File: config.mk
export PLATFORM = sky130hd
export DESIGN_NAME = swipe_gesture_detector
export DESIGN_NICKNAME = d
export VERILOG_FILES = /design/src/hw/rtl/sgd_pkg.sv /design/src/hw/rtl/sgd_cfg.sv /design/src/hw/rtl/sgd_core.sv /design/src/hw/rtl/swipe_gesture_detector.sv
export SDC_FILE = /design/constraint.sdc
export NUM_CORES = 1
export LEC_CHECK = 0
export ABC_CLOCK_PERIOD_IN_PS = 16900
export BUFFER_PORTS_ARGS = -buffer_cell sky130_fd_sc_hd__buf_2
export CORE_ASPECT_RATIO = 2
export CORE_MARGIN = 10
export CORE_UTILIZATION = 63
export DETAILED_ROUTE_END_ITERATION = 16
export PLACE_DENSITY = 0.82
export SYNTH_ARGS = -nofsm -noshare
export SYNTH_HDL_FRONTEND = slang
export SYNTH_SLANG_ARGS = --single-unit
File: constraint.sdc
create_clock -name i_clk -period 16.9 [get_ports i_clk]
set_input_delay 3.38 -clock i_clk [delete_from_list [all_inputs] [get_ports i_clk]]
set_output_delay 3.38 -clock i_clk [all_outputs]
set_load 0.1 [all_outputs]
File: src/hw/rtl/sgd_pkg.sv
package sgd_pkg;

    localparam int unsigned DataW  = 32;
    localparam int unsigned TimeW  = 48;
    localparam int unsigned DlineW = 49;
    localparam int unsigned CfgIdxW = 2;

    localparam logic [DataW-1:0] ThresholdRst = 32'd100;
    localparam logic [DataW-1:0] CooldownRst  = 32'd0;

    localparam logic [DataW-1:0] SatMax = 32'h7FFF_FFFF;
    localparam logic [DataW-1:0] SatMin = 32'h8000_0000;

    typedef enum logic [CfgIdxW-1:0] {
        REG_THRESHOLD = 2'd0,
        REG_COOLDOWN  = 2'd1
    } t_cfg_reg;

    typedef enum logic [2:0] {
        GEST_NONE  = 3'd0,
        GEST_LEFT  = 3'd1,
        GEST_RIGHT = 3'd2,
        GEST_UP    = 3'd3,
        GEST_DOWN  = 3'd4
    } t_gesture;

    typedef struct packed {
        logic [DataW-1:0] threshold;
        logic [DataW-1:0] cooldown_len;
    } t_cfg;

    typedef struct packed {
        logic                    axis_select;
        logic signed [DataW-1:0] delta;
        logic                    sync_mark;
        logic [TimeW-1:0]        time_now;
    } t_event;

endpackage

File: src/hw/rtl/sgd_cfg.sv
module sgd_cfg (
    input  logic                        i_clk,
    input  logic                        i_rst_n,
    input  logic                        i_cfg_we,
    input  logic [sgd_pkg::CfgIdxW-1:0] i_cfg_index,
    input  logic [sgd_pkg::DataW-1:0]   i_cfg_data,
    output sgd_pkg::t_cfg               o_cfg
);

    sgd_pkg::t_cfg r_cfg;
    sgd_pkg::t_cfg n_cfg;

    always_comb begin
        n_cfg = r_cfg;
        if (i_cfg_we) begin
            unique case (i_cfg_index)
                sgd_pkg::REG_THRESHOLD: n_cfg.threshold    = i_cfg_data;
                sgd_pkg::REG_COOLDOWN:  n_cfg.cooldown_len = i_cfg_data;
                default:                n_cfg              = r_cfg; // drop unknown index
            endcase
        end
    end

    always_ff @(posedge i_clk) begin
        if (!i_rst_n) begin
            r_cfg.threshold    <= sgd_pkg::ThresholdRst;
            r_cfg.cooldown_len <= sgd_pkg::CooldownRst;
        end else begin
            r_cfg <= n_cfg;
        end
    end

    assign o_cfg = r_cfg;

endmodule

File: src/hw/rtl/sgd_core.sv
module sgd_core (
    input  logic                i_clk,
    input  logic                i_rst_n,
    input  logic                i_adv,
    input  sgd_pkg::t_event     i_evt,
    input  sgd_pkg::t_cfg       i_cfg,
    output sgd_pkg::t_gesture   o_gesture
);

    logic signed [sgd_pkg::DataW-1:0] r_sum_h;
    logic signed [sgd_pkg::DataW-1:0] r_sum_v;
    logic                             r_in_cd;
    logic [sgd_pkg::DlineW-1:0]       r_deadline;

    logic signed [sgd_pkg::DataW-1:0] n_sum_h;
    logic signed [sgd_pkg::DataW-1:0] n_sum_v;
    logic                             n_in_cd;
    logic [sgd_pkg::DlineW-1:0]       n_deadline;
    sgd_pkg::t_gesture                n_gesture;

    logic signed [sgd_pkg::DataW-1:0] sel_sum;
    logic        [sgd_pkg::DataW:0]   wide_sum;
    logic signed [sgd_pkg::DataW-1:0] sat_sum;
    logic signed [sgd_pkg::DataW-1:0] acc_h;
    logic signed [sgd_pkg::DataW-1:0] acc_v;
    logic        [sgd_pkg::DataW-1:0] mag_h;
    logic        [sgd_pkg::DataW-1:0] mag_v;
    logic        [sgd_pkg::DataW:0]   mag_tot;
    logic                             fire;
    logic                             cd_done;

    // Saturating add of the delta into the selected axis
    always_comb begin
        sel_sum  = i_evt.axis_select ? r_sum_v : r_sum_h;
        wide_sum = {sel_sum[sgd_pkg::DataW-1], sel_sum}
                 + {i_evt.delta[sgd_pkg::DataW-1], i_evt.delta};
        if (wide_sum[sgd_pkg::DataW] != wide_sum[sgd_pkg::DataW-1]) begin
            sat_sum = wide_sum[sgd_pkg::DataW] ? sgd_pkg::SatMin : sgd_pkg::SatMax;
        end else begin
            sat_sum = wide_sum[sgd_pkg::DataW-1:0];
        end
        acc_h = i_evt.axis_select ? r_sum_h : sat_sum;
        acc_v = i_evt.axis_select ? sat_sum : r_sum_v;
    end

    always_comb begin
        mag_h   = acc_h[sgd_pkg::DataW-1] ? (~acc_h + 1'b1) : acc_h;
        mag_v   = acc_v[sgd_pkg::DataW-1] ? (~acc_v + 1'b1) : acc_v;
        mag_tot = {1'b0, mag_h} + {1'b0, mag_v};
        fire    = !r_in_cd && i_evt.sync_mark && (mag_tot >= {1'b0, i_cfg.threshold});
        cd_done = i_evt.sync_mark
               && ({1'b0, i_evt.time_now} >= r_deadline);
    end

    always_comb begin
        n_sum_h    = r_sum_h;
        n_sum_v    = r_sum_v;
        n_in_cd    = r_in_cd;
        n_deadline = r_deadline;
        n_gesture  = sgd_pkg::GEST_NONE;
        if (r_in_cd) begin
            // hold sums at zero, leave on a late enough sync word
            n_sum_h = '0;
            n_sum_v = '0;
            if (cd_done) begin
                n_in_cd = 1'b0;
            end
        end else if (fire) begin
            n_sum_h    = '0;
            n_sum_v    = '0;
            n_in_cd    = 1'b1;
            n_deadline = {1'b0, i_evt.time_now}
                       + {{(sgd_pkg::DlineW-sgd_pkg::DataW){1'b0}}, i_cfg.cooldown_len};
            if (mag_h >= mag_v) begin
                n_gesture = acc_h[sgd_pkg::DataW-1] ? sgd_pkg::GEST_LEFT
                                                    : sgd_pkg::GEST_RIGHT;
            end else begin
                n_gesture = acc_v[sgd_pkg::DataW-1] ? sgd_pkg::GEST_UP
                                                    : sgd_pkg::GEST_DOWN;
            end
        end else begin
            n_sum_h = acc_h;
            n_sum_v = acc_v;
        end
    end

    always_ff @(posedge i_clk) begin
        if (!i_rst_n) begin
            r_sum_h    <= '0;
            r_sum_v    <= '0;
            r_in_cd    <= 1'b0;
            r_deadline <= '0;
        end else if (i_adv) begin
            r_sum_h    <= n_sum_h;
            r_sum_v    <= n_sum_v;
            r_in_cd    <= n_in_cd;
            r_deadline <= n_deadline;
        end
    end

    assign o_gesture = n_gesture;

    a_fire_enters_cd: assert property (@(posedge i_clk) disable iff (!i_rst_n)
        (i_adv && n_gesture != sgd_pkg::GEST_NONE) |=> r_in_cd)
        else $error("gesture reported without entering cooldown");

    a_cd_sums_zero: assert property (@(posedge i_clk) disable iff (!i_rst_n)
        r_in_cd |-> (r_sum_h == '0 && r_sum_v == '0))
        else $error("accumulators not zero during cooldown");

    a_cd_silent: assert property (@(posedge i_clk) disable iff (!i_rst_n)
        r_in_cd |-> (n_gesture == sgd_pkg::GEST_NONE))
        else $error("gesture reported during cooldown");

endmodule

File: src/hw/rtl/swipe_gesture_detector.sv
// Channel   | Direction | Handshake                  | Payload
// ----------+-----------+----------------------------+--------------------------------------
// in        | input     | i_in_valid / o_in_stall    | i_axis_select i_delta i_sync_mark
//           |           |                            | i_time_now
// out       | output    | o_out_valid / i_out_stall  | o_gesture
// cfg       | input     | i_cfg_we                   | i_cfg_index i_cfg_data
//
// One word per cycle sustained while the output is not stalled; each word yields exactly one gesture word.
// Each word passes through an input register, then the accumulator/decision logic
// feeding the result register.
// Accumulators and cooldown state update only when the input register moves a
// word into the result register, so state follows word order exactly.
// A stall on the output holds both registers while the result register is full; the input
// stalls only when both are full and the output cannot drain this cycle.
// Reset (synchronous, active low) clears sums, cooldown and valid flags and loads
// threshold 100 and cooldown length 0.
module swipe_gesture_detector (
    input  logic                              i_clk,
    input  logic                              i_rst_n,
    input  logic                              i_in_valid,
    output logic                              o_in_stall,
    input  logic                              i_axis_select,
    input  logic signed [sgd_pkg::DataW-1:0]  i_delta,
    input  logic                              i_sync_mark,
    input  logic        [sgd_pkg::TimeW-1:0]  i_time_now,
    output logic                              o_out_valid,
    input  logic                              i_out_stall,
    output logic        [2:0]                 o_gesture,
    input  logic                              i_cfg_we,
    input  logic        [sgd_pkg::CfgIdxW-1:0] i_cfg_index,
    input  logic        [sgd_pkg::DataW-1:0]  i_cfg_data
);

    sgd_pkg::t_cfg     cfg;
    sgd_pkg::t_event   r_evt;
    logic              r_evt_vld;
    sgd_pkg::t_gesture r_gesture;
    logic              r_out_vld;
    sgd_pkg::t_gesture core_gesture;

    logic out_free;
    logic adv;
    logic in_acc;

    // The result register can take a word if empty or draining this cycle
    assign out_free = !r_out_vld || !i_out_stall;
    assign adv      = r_evt_vld && out_free;
    assign in_acc   = i_in_valid && !o_in_stall;

    assign o_in_stall = r_evt_vld && !out_free;

    sgd_cfg u_cfg (
        .i_clk       (i_clk),
        .i_rst_n     (i_rst_n),
        .i_cfg_we    (i_cfg_we),
        .i_cfg_index (i_cfg_index),
        .i_cfg_data  (i_cfg_data),
        .o_cfg       (cfg)
    );

    sgd_core u_core (
        .i_clk     (i_clk),
        .i_rst_n   (i_rst_n),
        .i_adv     (adv),
        .i_evt     (r_evt),
        .i_cfg     (cfg),
        .o_gesture (core_gesture)
    );

    // Input register: capture a new word whenever the slot is free or advancing
    always_ff @(posedge i_clk) begin
        if (!i_rst_n) begin
            r_evt_vld <= 1'b0;
        end else if (!r_evt_vld || adv) begin
            r_evt_vld <= i_in_valid;
        end
    end

    always_ff @(posedge i_clk) begin
        if (in_acc) begin
            r_evt.axis_select <= i_axis_select;
            r_evt.delta       <= i_delta;
            r_evt.sync_mark   <= i_sync_mark;
            r_evt.time_now    <= i_time_now;
        end
    end

    // Result register: load on advance, drop the valid once the word is taken
    always_ff @(posedge i_clk) begin
        if (!i_rst_n) begin
            r_out_vld <= 1'b0;
        end else if (out_free) begin
            r_out_vld <= adv;
        end
    end

    always_ff @(posedge i_clk) begin
        if (adv) begin
            r_gesture <= core_gesture;
        end
    end

    assign o_out_valid = r_out_vld;
    assign o_gesture   = r_gesture;

endmodule
## Yosys cells after proc, flatten, opt, wreduce, memory -nomap -nowiden

Cells that the tools add are included.

- Register bits: 265
- Input port bits: 121
- Output and inout bits: 5
- Logic and storage cells: 63

- Add/sub/neg operators: 5
- $lt $le $gt $ge: 3
- Eq/ne operators: 2
- Muxes and demuxes: 17
- Bitwise logic cells: 4
- Reduce and logical (&&, ||, !) cells: 19

Operator list:

| kind | number |
|---|---|
| $mux 32 | 11 |
| $add 32x32->33 | 2 |
| $add 32x1->32 const B | 2 |
| $not 32->32 | 2 |
| $add 48x32->49 | 1 |
| $ge 48x49->1 | 1 |
| $ge 33x32->1 | 1 |
| $ge 32x32->1 | 1 |
| $logic_and 1x1->1 | 6 |
| $logic_not 1->1 | 6 |
| $mux 3 | 2 |
| $reduce_and 2->1 | 2 |
| $mux 1 | 3 |
| $reduce_and 3->1 | 1 |
| $eq 2x1->1 const B | 1 |
| $logic_not 2->1 | 1 |
| $logic_or 1x1->1 | 2 |
| $mux 2 | 1 |
| $not 1->1 | 2 |
| $reduce_or 2->1 | 1 |
| $ne 1x1->1 | 1 |

## Longest topological paths before layout

- Depth after elaboration: 13
- Mapped depth: 58

## Modules after synthesis

Synthesis repeated with hierarchy kept, for this count alone.

- Cells, all modules: 2417
- Area, all modules: 20255.7 um^2

By module, submodules not included:

| module | instances | cells each | area an instance (um^2) | seq. area each (um^2) |
|---|---|---|---|---|
| sgd_core | 1 | 2077 | 15163.3 | 2282.2 |
| swipe_gesture_detector | 1 | 93 | 2636.3 | 2592.5 |
| sgd_cfg | 1 | 247 | 2456.1 | 1281.2 |

## Worst setup path after synthesis

OpenSTA, ideal clock, no wires.

- Path kind: register to register
- Start point: reg r_evt[81] (netlist bit)
- End point: reg u_core.r_sum_h[7] (netlist bit)
- Setup time: 0.066 ns
- Data arrival time: 12.720 ns
- Data required time: 16.834 ns
- Setup slack: 4.114 ns
- Cell stages (with the launch flop): 56
- Buffers on the path: 14
- Period minus slack after synthesis: 12.786 ns
- Cell sequence: edfxtp_1 clkbuf_1 buf_1 clkbuf_1 buf_1 clkbuf_1 buf_1 clkbuf_1 buf_1 mux2_2 ha_1 clkbuf_1 a211oi_1 o21ai_0 or2_2 o32a_1 a211oi_1 o31ai_1 (+20 left out) a21oi_1 o21ai_0 a211o_1 a21o_1 a41o_1 a31o_2 a21oi_1 o21ai_0 xnor2_1 ha_1 a2111oi_0 o211ai_1 nor4_1 a21o_1 clkbuf_1 buf_1 a22oi_1 nor2_1

- Cells in the longest elaborated chain, start to end: 13
- Elaborated cells on any way between the ends: 18

RTL lines:

| what | line | source |
|---|---|---|
| from (decl) | swipe_gesture_detector.sv:35 | `sgd_pkg::t_event r_evt;` |
| $mux 32 | sgd_core.sv:34 | `sel_sum = i_evt.axis_select ? r_sum_v : r_sum_h;` |
| $add 32x32->33 | sgd_core.sv:36 | `+ {i_evt.delta[sgd_pkg::DataW-1], i_evt.delta};` |
| $mux 32 / $ne 1x1->1 (equally long branches) | sgd_core.sv:38, sgd_core.sv:37 |  |
| $mux 32 | sgd_core.sv:37 | `if (wide_sum[sgd_pkg::DataW] != wide_sum[sgd_pkg::DataW-1]) begin` |
| $mux 32 (on tied branches) | sgd_core.sv:42, sgd_core.sv:43 |  |
| $not 32->32 (on tied branches) | sgd_core.sv:47, sgd_core.sv:48 |  |
| $add 32x1->32 (on tied branches) | sgd_core.sv:47, sgd_core.sv:48 |  |
| $mux 32 (on tied branches) | sgd_core.sv:47, sgd_core.sv:48 |  |
| $add 32x32->33 | sgd_core.sv:49 | `mag_tot = {1'b0, mag_h} + {1'b0, mag_v};` |
| $ge 33x32->1 | sgd_core.sv:50 | `fire = !r_in_cd && i_evt.sync_mark && (mag_tot >= {1'b0, i_cfg.threshold});` |
| $logic_and 1x1->1 | sgd_core.sv:50 |  |
| $mux 32 (*) | sgd_core.sv:68 | `end else if (fire) begin` |
| $mux 32 (*) | sgd_core.sv:61 | `if (r_in_cd) begin` |
| to (signal assigned) | sgd_core.sv:94 | `r_sum_h <= n_sum_h;` |
| to (decl) | sgd_core.sv:10 | `logic signed [sgd_pkg::DataW-1:0] r_sum_h;` |

Mark *: on every way between the ends. The rest lies on a longest branch, timed or not.
A chain may end at the register's enable or synchronous reset.

## Worst setup path after layout

- Start point: reg r_evt[81] (netlist bit)
- End point: reg u_core.r_deadline[38] (netlist bit)

- Cells in the longest elaborated chain, start to end: 12
- Elaborated cells on any way between the ends: 17

RTL lines:

| what | line | source |
|---|---|---|
| $mux 32 | sgd_core.sv:34 |  |
| $add 32x32->33 | sgd_core.sv:36 |  |
| $mux 32 / $ne 1x1->1 (equally long branches) | sgd_core.sv:38, sgd_core.sv:37 |  |
| $mux 32 | sgd_core.sv:37 |  |
| $mux 32 (on tied branches) | sgd_core.sv:42, sgd_core.sv:43 |  |
| $not 32->32 (on tied branches) | sgd_core.sv:47, sgd_core.sv:48 |  |
| $add 32x1->32 (on tied branches) | sgd_core.sv:47, sgd_core.sv:48 |  |
| $mux 32 (on tied branches) | sgd_core.sv:47, sgd_core.sv:48 |  |
| $add 32x32->33 (*) | sgd_core.sv:49 |  |
| $ge 33x32->1 (*) | sgd_core.sv:50 |  |
| $logic_and 1x1->1 (*) | sgd_core.sv:50 |  |
| $reduce_and 3->1 (no source line) (*) | - |  |
| to (signal assigned) | sgd_core.sv:97 | `r_deadline <= n_deadline;` |
| to (decl) | sgd_core.sv:13 | `logic [sgd_pkg::DlineW-1:0] r_deadline;` |

Marks and branches as above.

==> impl_metrics.tcl <==
set metrics [dict create \
    place_inst 2942 \
    grt_first_pass_wirelength_um 96900 \
    gp_congestion 0.959 \
    synthTopCellsByArea "dfxtp_1 18%, ha_1 13%, edfxtp_1 13%" \
    yosysWarningCount 0 \
    yosysMostFrequentCell "nand2_1" \
    grt_max_degree 92 \
    cts_num_sinks 265 \
    worstHoldPathCells 2 \
    hold_start "u_core.r_deadline[25]" \
    cp_slowest_cell "nand3_2" \
    syn_to_final_growth_pct 8.90 \
    fin_setup_tns_ps 0 \
    fp.dieW_um 146 \
    r2r_end "u_core.r_deadline[38]" \
    cts_root_buffer "clkbuf_16" \
    slowest_delay_ps 890 \
    fmax_mhz 73.8 \
    routedWlPerCell_um 20.9 \
    worstSetupEndpointType "flip-flop" \
    synth_top_area_frac 0.179 \
    cp.required_ps 17400 \
    drc 0 \
    synthMuxAreaShare 0.0260 \
    nets 2884 \
    synth_compound_area_frac 0.233 \
    yosys.area_share.simple 0.181 \
    final_cells 2992 \
    postSynthAreaPerCell_um2 8.10 \
    r2r-start "r_evt[81]" \
    layout_min_cycle_time_ps 13550 \
    ff2ff_path_depth 50 \
    dpl.hpwl_um 48300 \
    synth_fa_ha_area_frac 0.135 \
    yosys-top-cells-count "286 x nand2_1, 283 x a21oi_1, 236 x nor2_1" \
    ys_seq_area_frac 0.306 \
    io_pins 126 \
    status "completed" \
    setup_viol 0 \
    post_cts_resized 0 \
    synth_xor_area_frac 0.0670 \
    rows 92 \
    synth_area_leader_cell "dfxtp_1" \
    die_h_um 273 \
    start_util 0.638 \
    cts.clk_slew.worst_paths_ps 70 \
    insertion_delay_ps 580 \
    synthesis.area_um2 20100 \
    diodes 0 \
    ys_async_sr_fraction 0 \
    synth_seq_cells 265 \
    rsz0062_at_grt "no" \
    maxCapViolations 0 \
    drv_slew 0 \
    yosysUniqueCellTypes 85 \
    timing.final.crit_share 0.802 \
    slew_headroom 0.155 \
    arrival_ps 14050 \
    fin_skew_ps 14.0 \
    hold_end "u_core.r_deadline[25]" \
    critical_path_class "reg2reg" \
    viasPerCell 6.30 \
    startpoint_type "flip-flop" \
    grt-ovfl-total 0 \
    path_common_cell "buf_4" \
    drt_iter0_drc 1476 \
    grt_pass1_vias 18817 \
    cp_max_fo 91 \
    antenna_found_initial 0 \
    io_buffers 125 \
    num_vias 18852 \
    cts-htree-levels 1 \
    worstMarginPinSlew_ps 1270 \
    synthCells 2486 \
    finish.utilization 0.695 \
    gr-usage-all-layers 0.299 \
    core_um2 31500 \
    wl_um 62400 \
    cts_tree "done" \
    numCtsBuffers 27 \
    syn_nets 2822 \
    dominantRegCellSynth "dfxtp_1" \
    rrSetupSlack_ps 3350 \
    hp-class "reg2reg" \
    dr.pass1.iters 6 \
    hold_viol 0 \
    drtAntennaViolNets 0 \
    synth_edf_count 85 \
    dieArea_um2 39900 \
    layout-drive-gt1-share 0.105 \
    post_cts_buffers 0 \
    cts_max_path_buffers 3 \
    synth_top_family_by_area "compound AO/OA/AOI/OAI gates" \
    hold_buffers 0 \
]
-- cell type report --
| class | instances | area (um2) |
|---|---|---|
| clock buffers | 30 | 728 |
| clock inverters | 20 | 153 |
| fillers | 2692 | 9620 |
| inverters | 163 | 614 |
| multi-input cells | 1945 | 13000 |
| flip-flops and latches | 265 | 6160 |
| well taps | 423 | 529 |
| repair buffers | 146 | 783 |
-- critical path, delay by kind of cell (launching register included) --
family	cells	cell delay, ps
AO/OA/AOI/OAI	17	3720
adder cells (fa/ha/maj)	5	1650
AND/OR/NAND/NOR	15	4220
XOR/XNOR	3	510
multiplexers	2	700
buffers and inverters	8	2220
flip-flops	1	320
-- worst max-delay path by stage --
stage,slack [ps],from,end,cells past startpoint
after floorplan,4110,r_evt[81],u_core.r_sum_h[7],55
after detailed placement,3690,r_evt[81],u_core.r_deadline[36],50
after global placement,4110,r_evt[81],u_core.r_deadline[36],49
after CTS,3640,r_evt[81],u_core.r_deadline[36],50
final,3350,r_evt[81],u_core.r_deadline[38],50
after global routing,2570,r_evt[81],u_core.r_deadline[36],50
-- layout by cell type (no fill, tap or decap), types with 8 or more instances in the layout --
cell type,count
or2_2,9
mux2i_1,14
a21o_1,81
edfxtp_1,85
ha_1,212
buf_4,21
mux2_2,34
a22oi_1,32
nand2_1,285
a21oi_1,282
inv_1,161
o21a_1,23
nor3b_1,13
o21ai_0,101
nand3_1,40
nor3_1,34
and2_1,15
o31ai_1,17
nand4_1,38
o211ai_1,16
clkbuf_16,28
o21bai_1,22
nor2_1,236
xor2_1,45
nor2b_1,14
and3_1,17
xnor2_1,109
dfxtp_1,180
buf_2,125
a31oi_1,26
a211oi_1,26
a31o_2,8
or3_1,23
inv_4,10
nor4_1,17
o22ai_1,9
nand2b_1,17
-- layer usage --
metal | wire length, um | vias up | part of all wire | GRT usage
met5 | 0 | - | 0 | 0
met4 | 5300 | 0 | 0.085 | 0.232
met3 | 3080 | 248 | 0.049 | 0.0329
met2 | 32700 | 728 | 0.52 | 0.566
met1 | 21300 | 8862 | 0.34 | 0.286
li1 | - | 9014 | - | -
-- flip-flops by register name (all words and copies together), names as in the netlist --
signal,count
u_core.r_sum_h,32
u_core.r_sum_v,32
u_core.r_in_cd,1
o_out_valid,1
u_cfg.o_cfg,64
o_gesture,3
r_evt,82
u_core.r_deadline,49
r_evt_vld,1
-- per-stage QoR --
step | worst slack, ps | hold WS [ps] | cell area, um2
floorplan | 4110 | 429 | 20100
global placement | 4110 | 438 | 21000
detailed placement | 3690 | 444 | 21000
CTS | 3640 | 453 | 21900
global route | 2570 | 467 | 21900
finish | 3350 | 453 | 21900
-- cells by family after synthesis --
logic type	Yosys count
muxes	48
buffers and inverters	276
adders and majority gates	215
and+or+nand+nor	791
AOI/OAI and AO/OA	737
DFF	265
xor gates and xnor gates	154
Power is not shown: default switching activity piles up to over one toggle a cycle in this logic, so the estimate is an artifact.
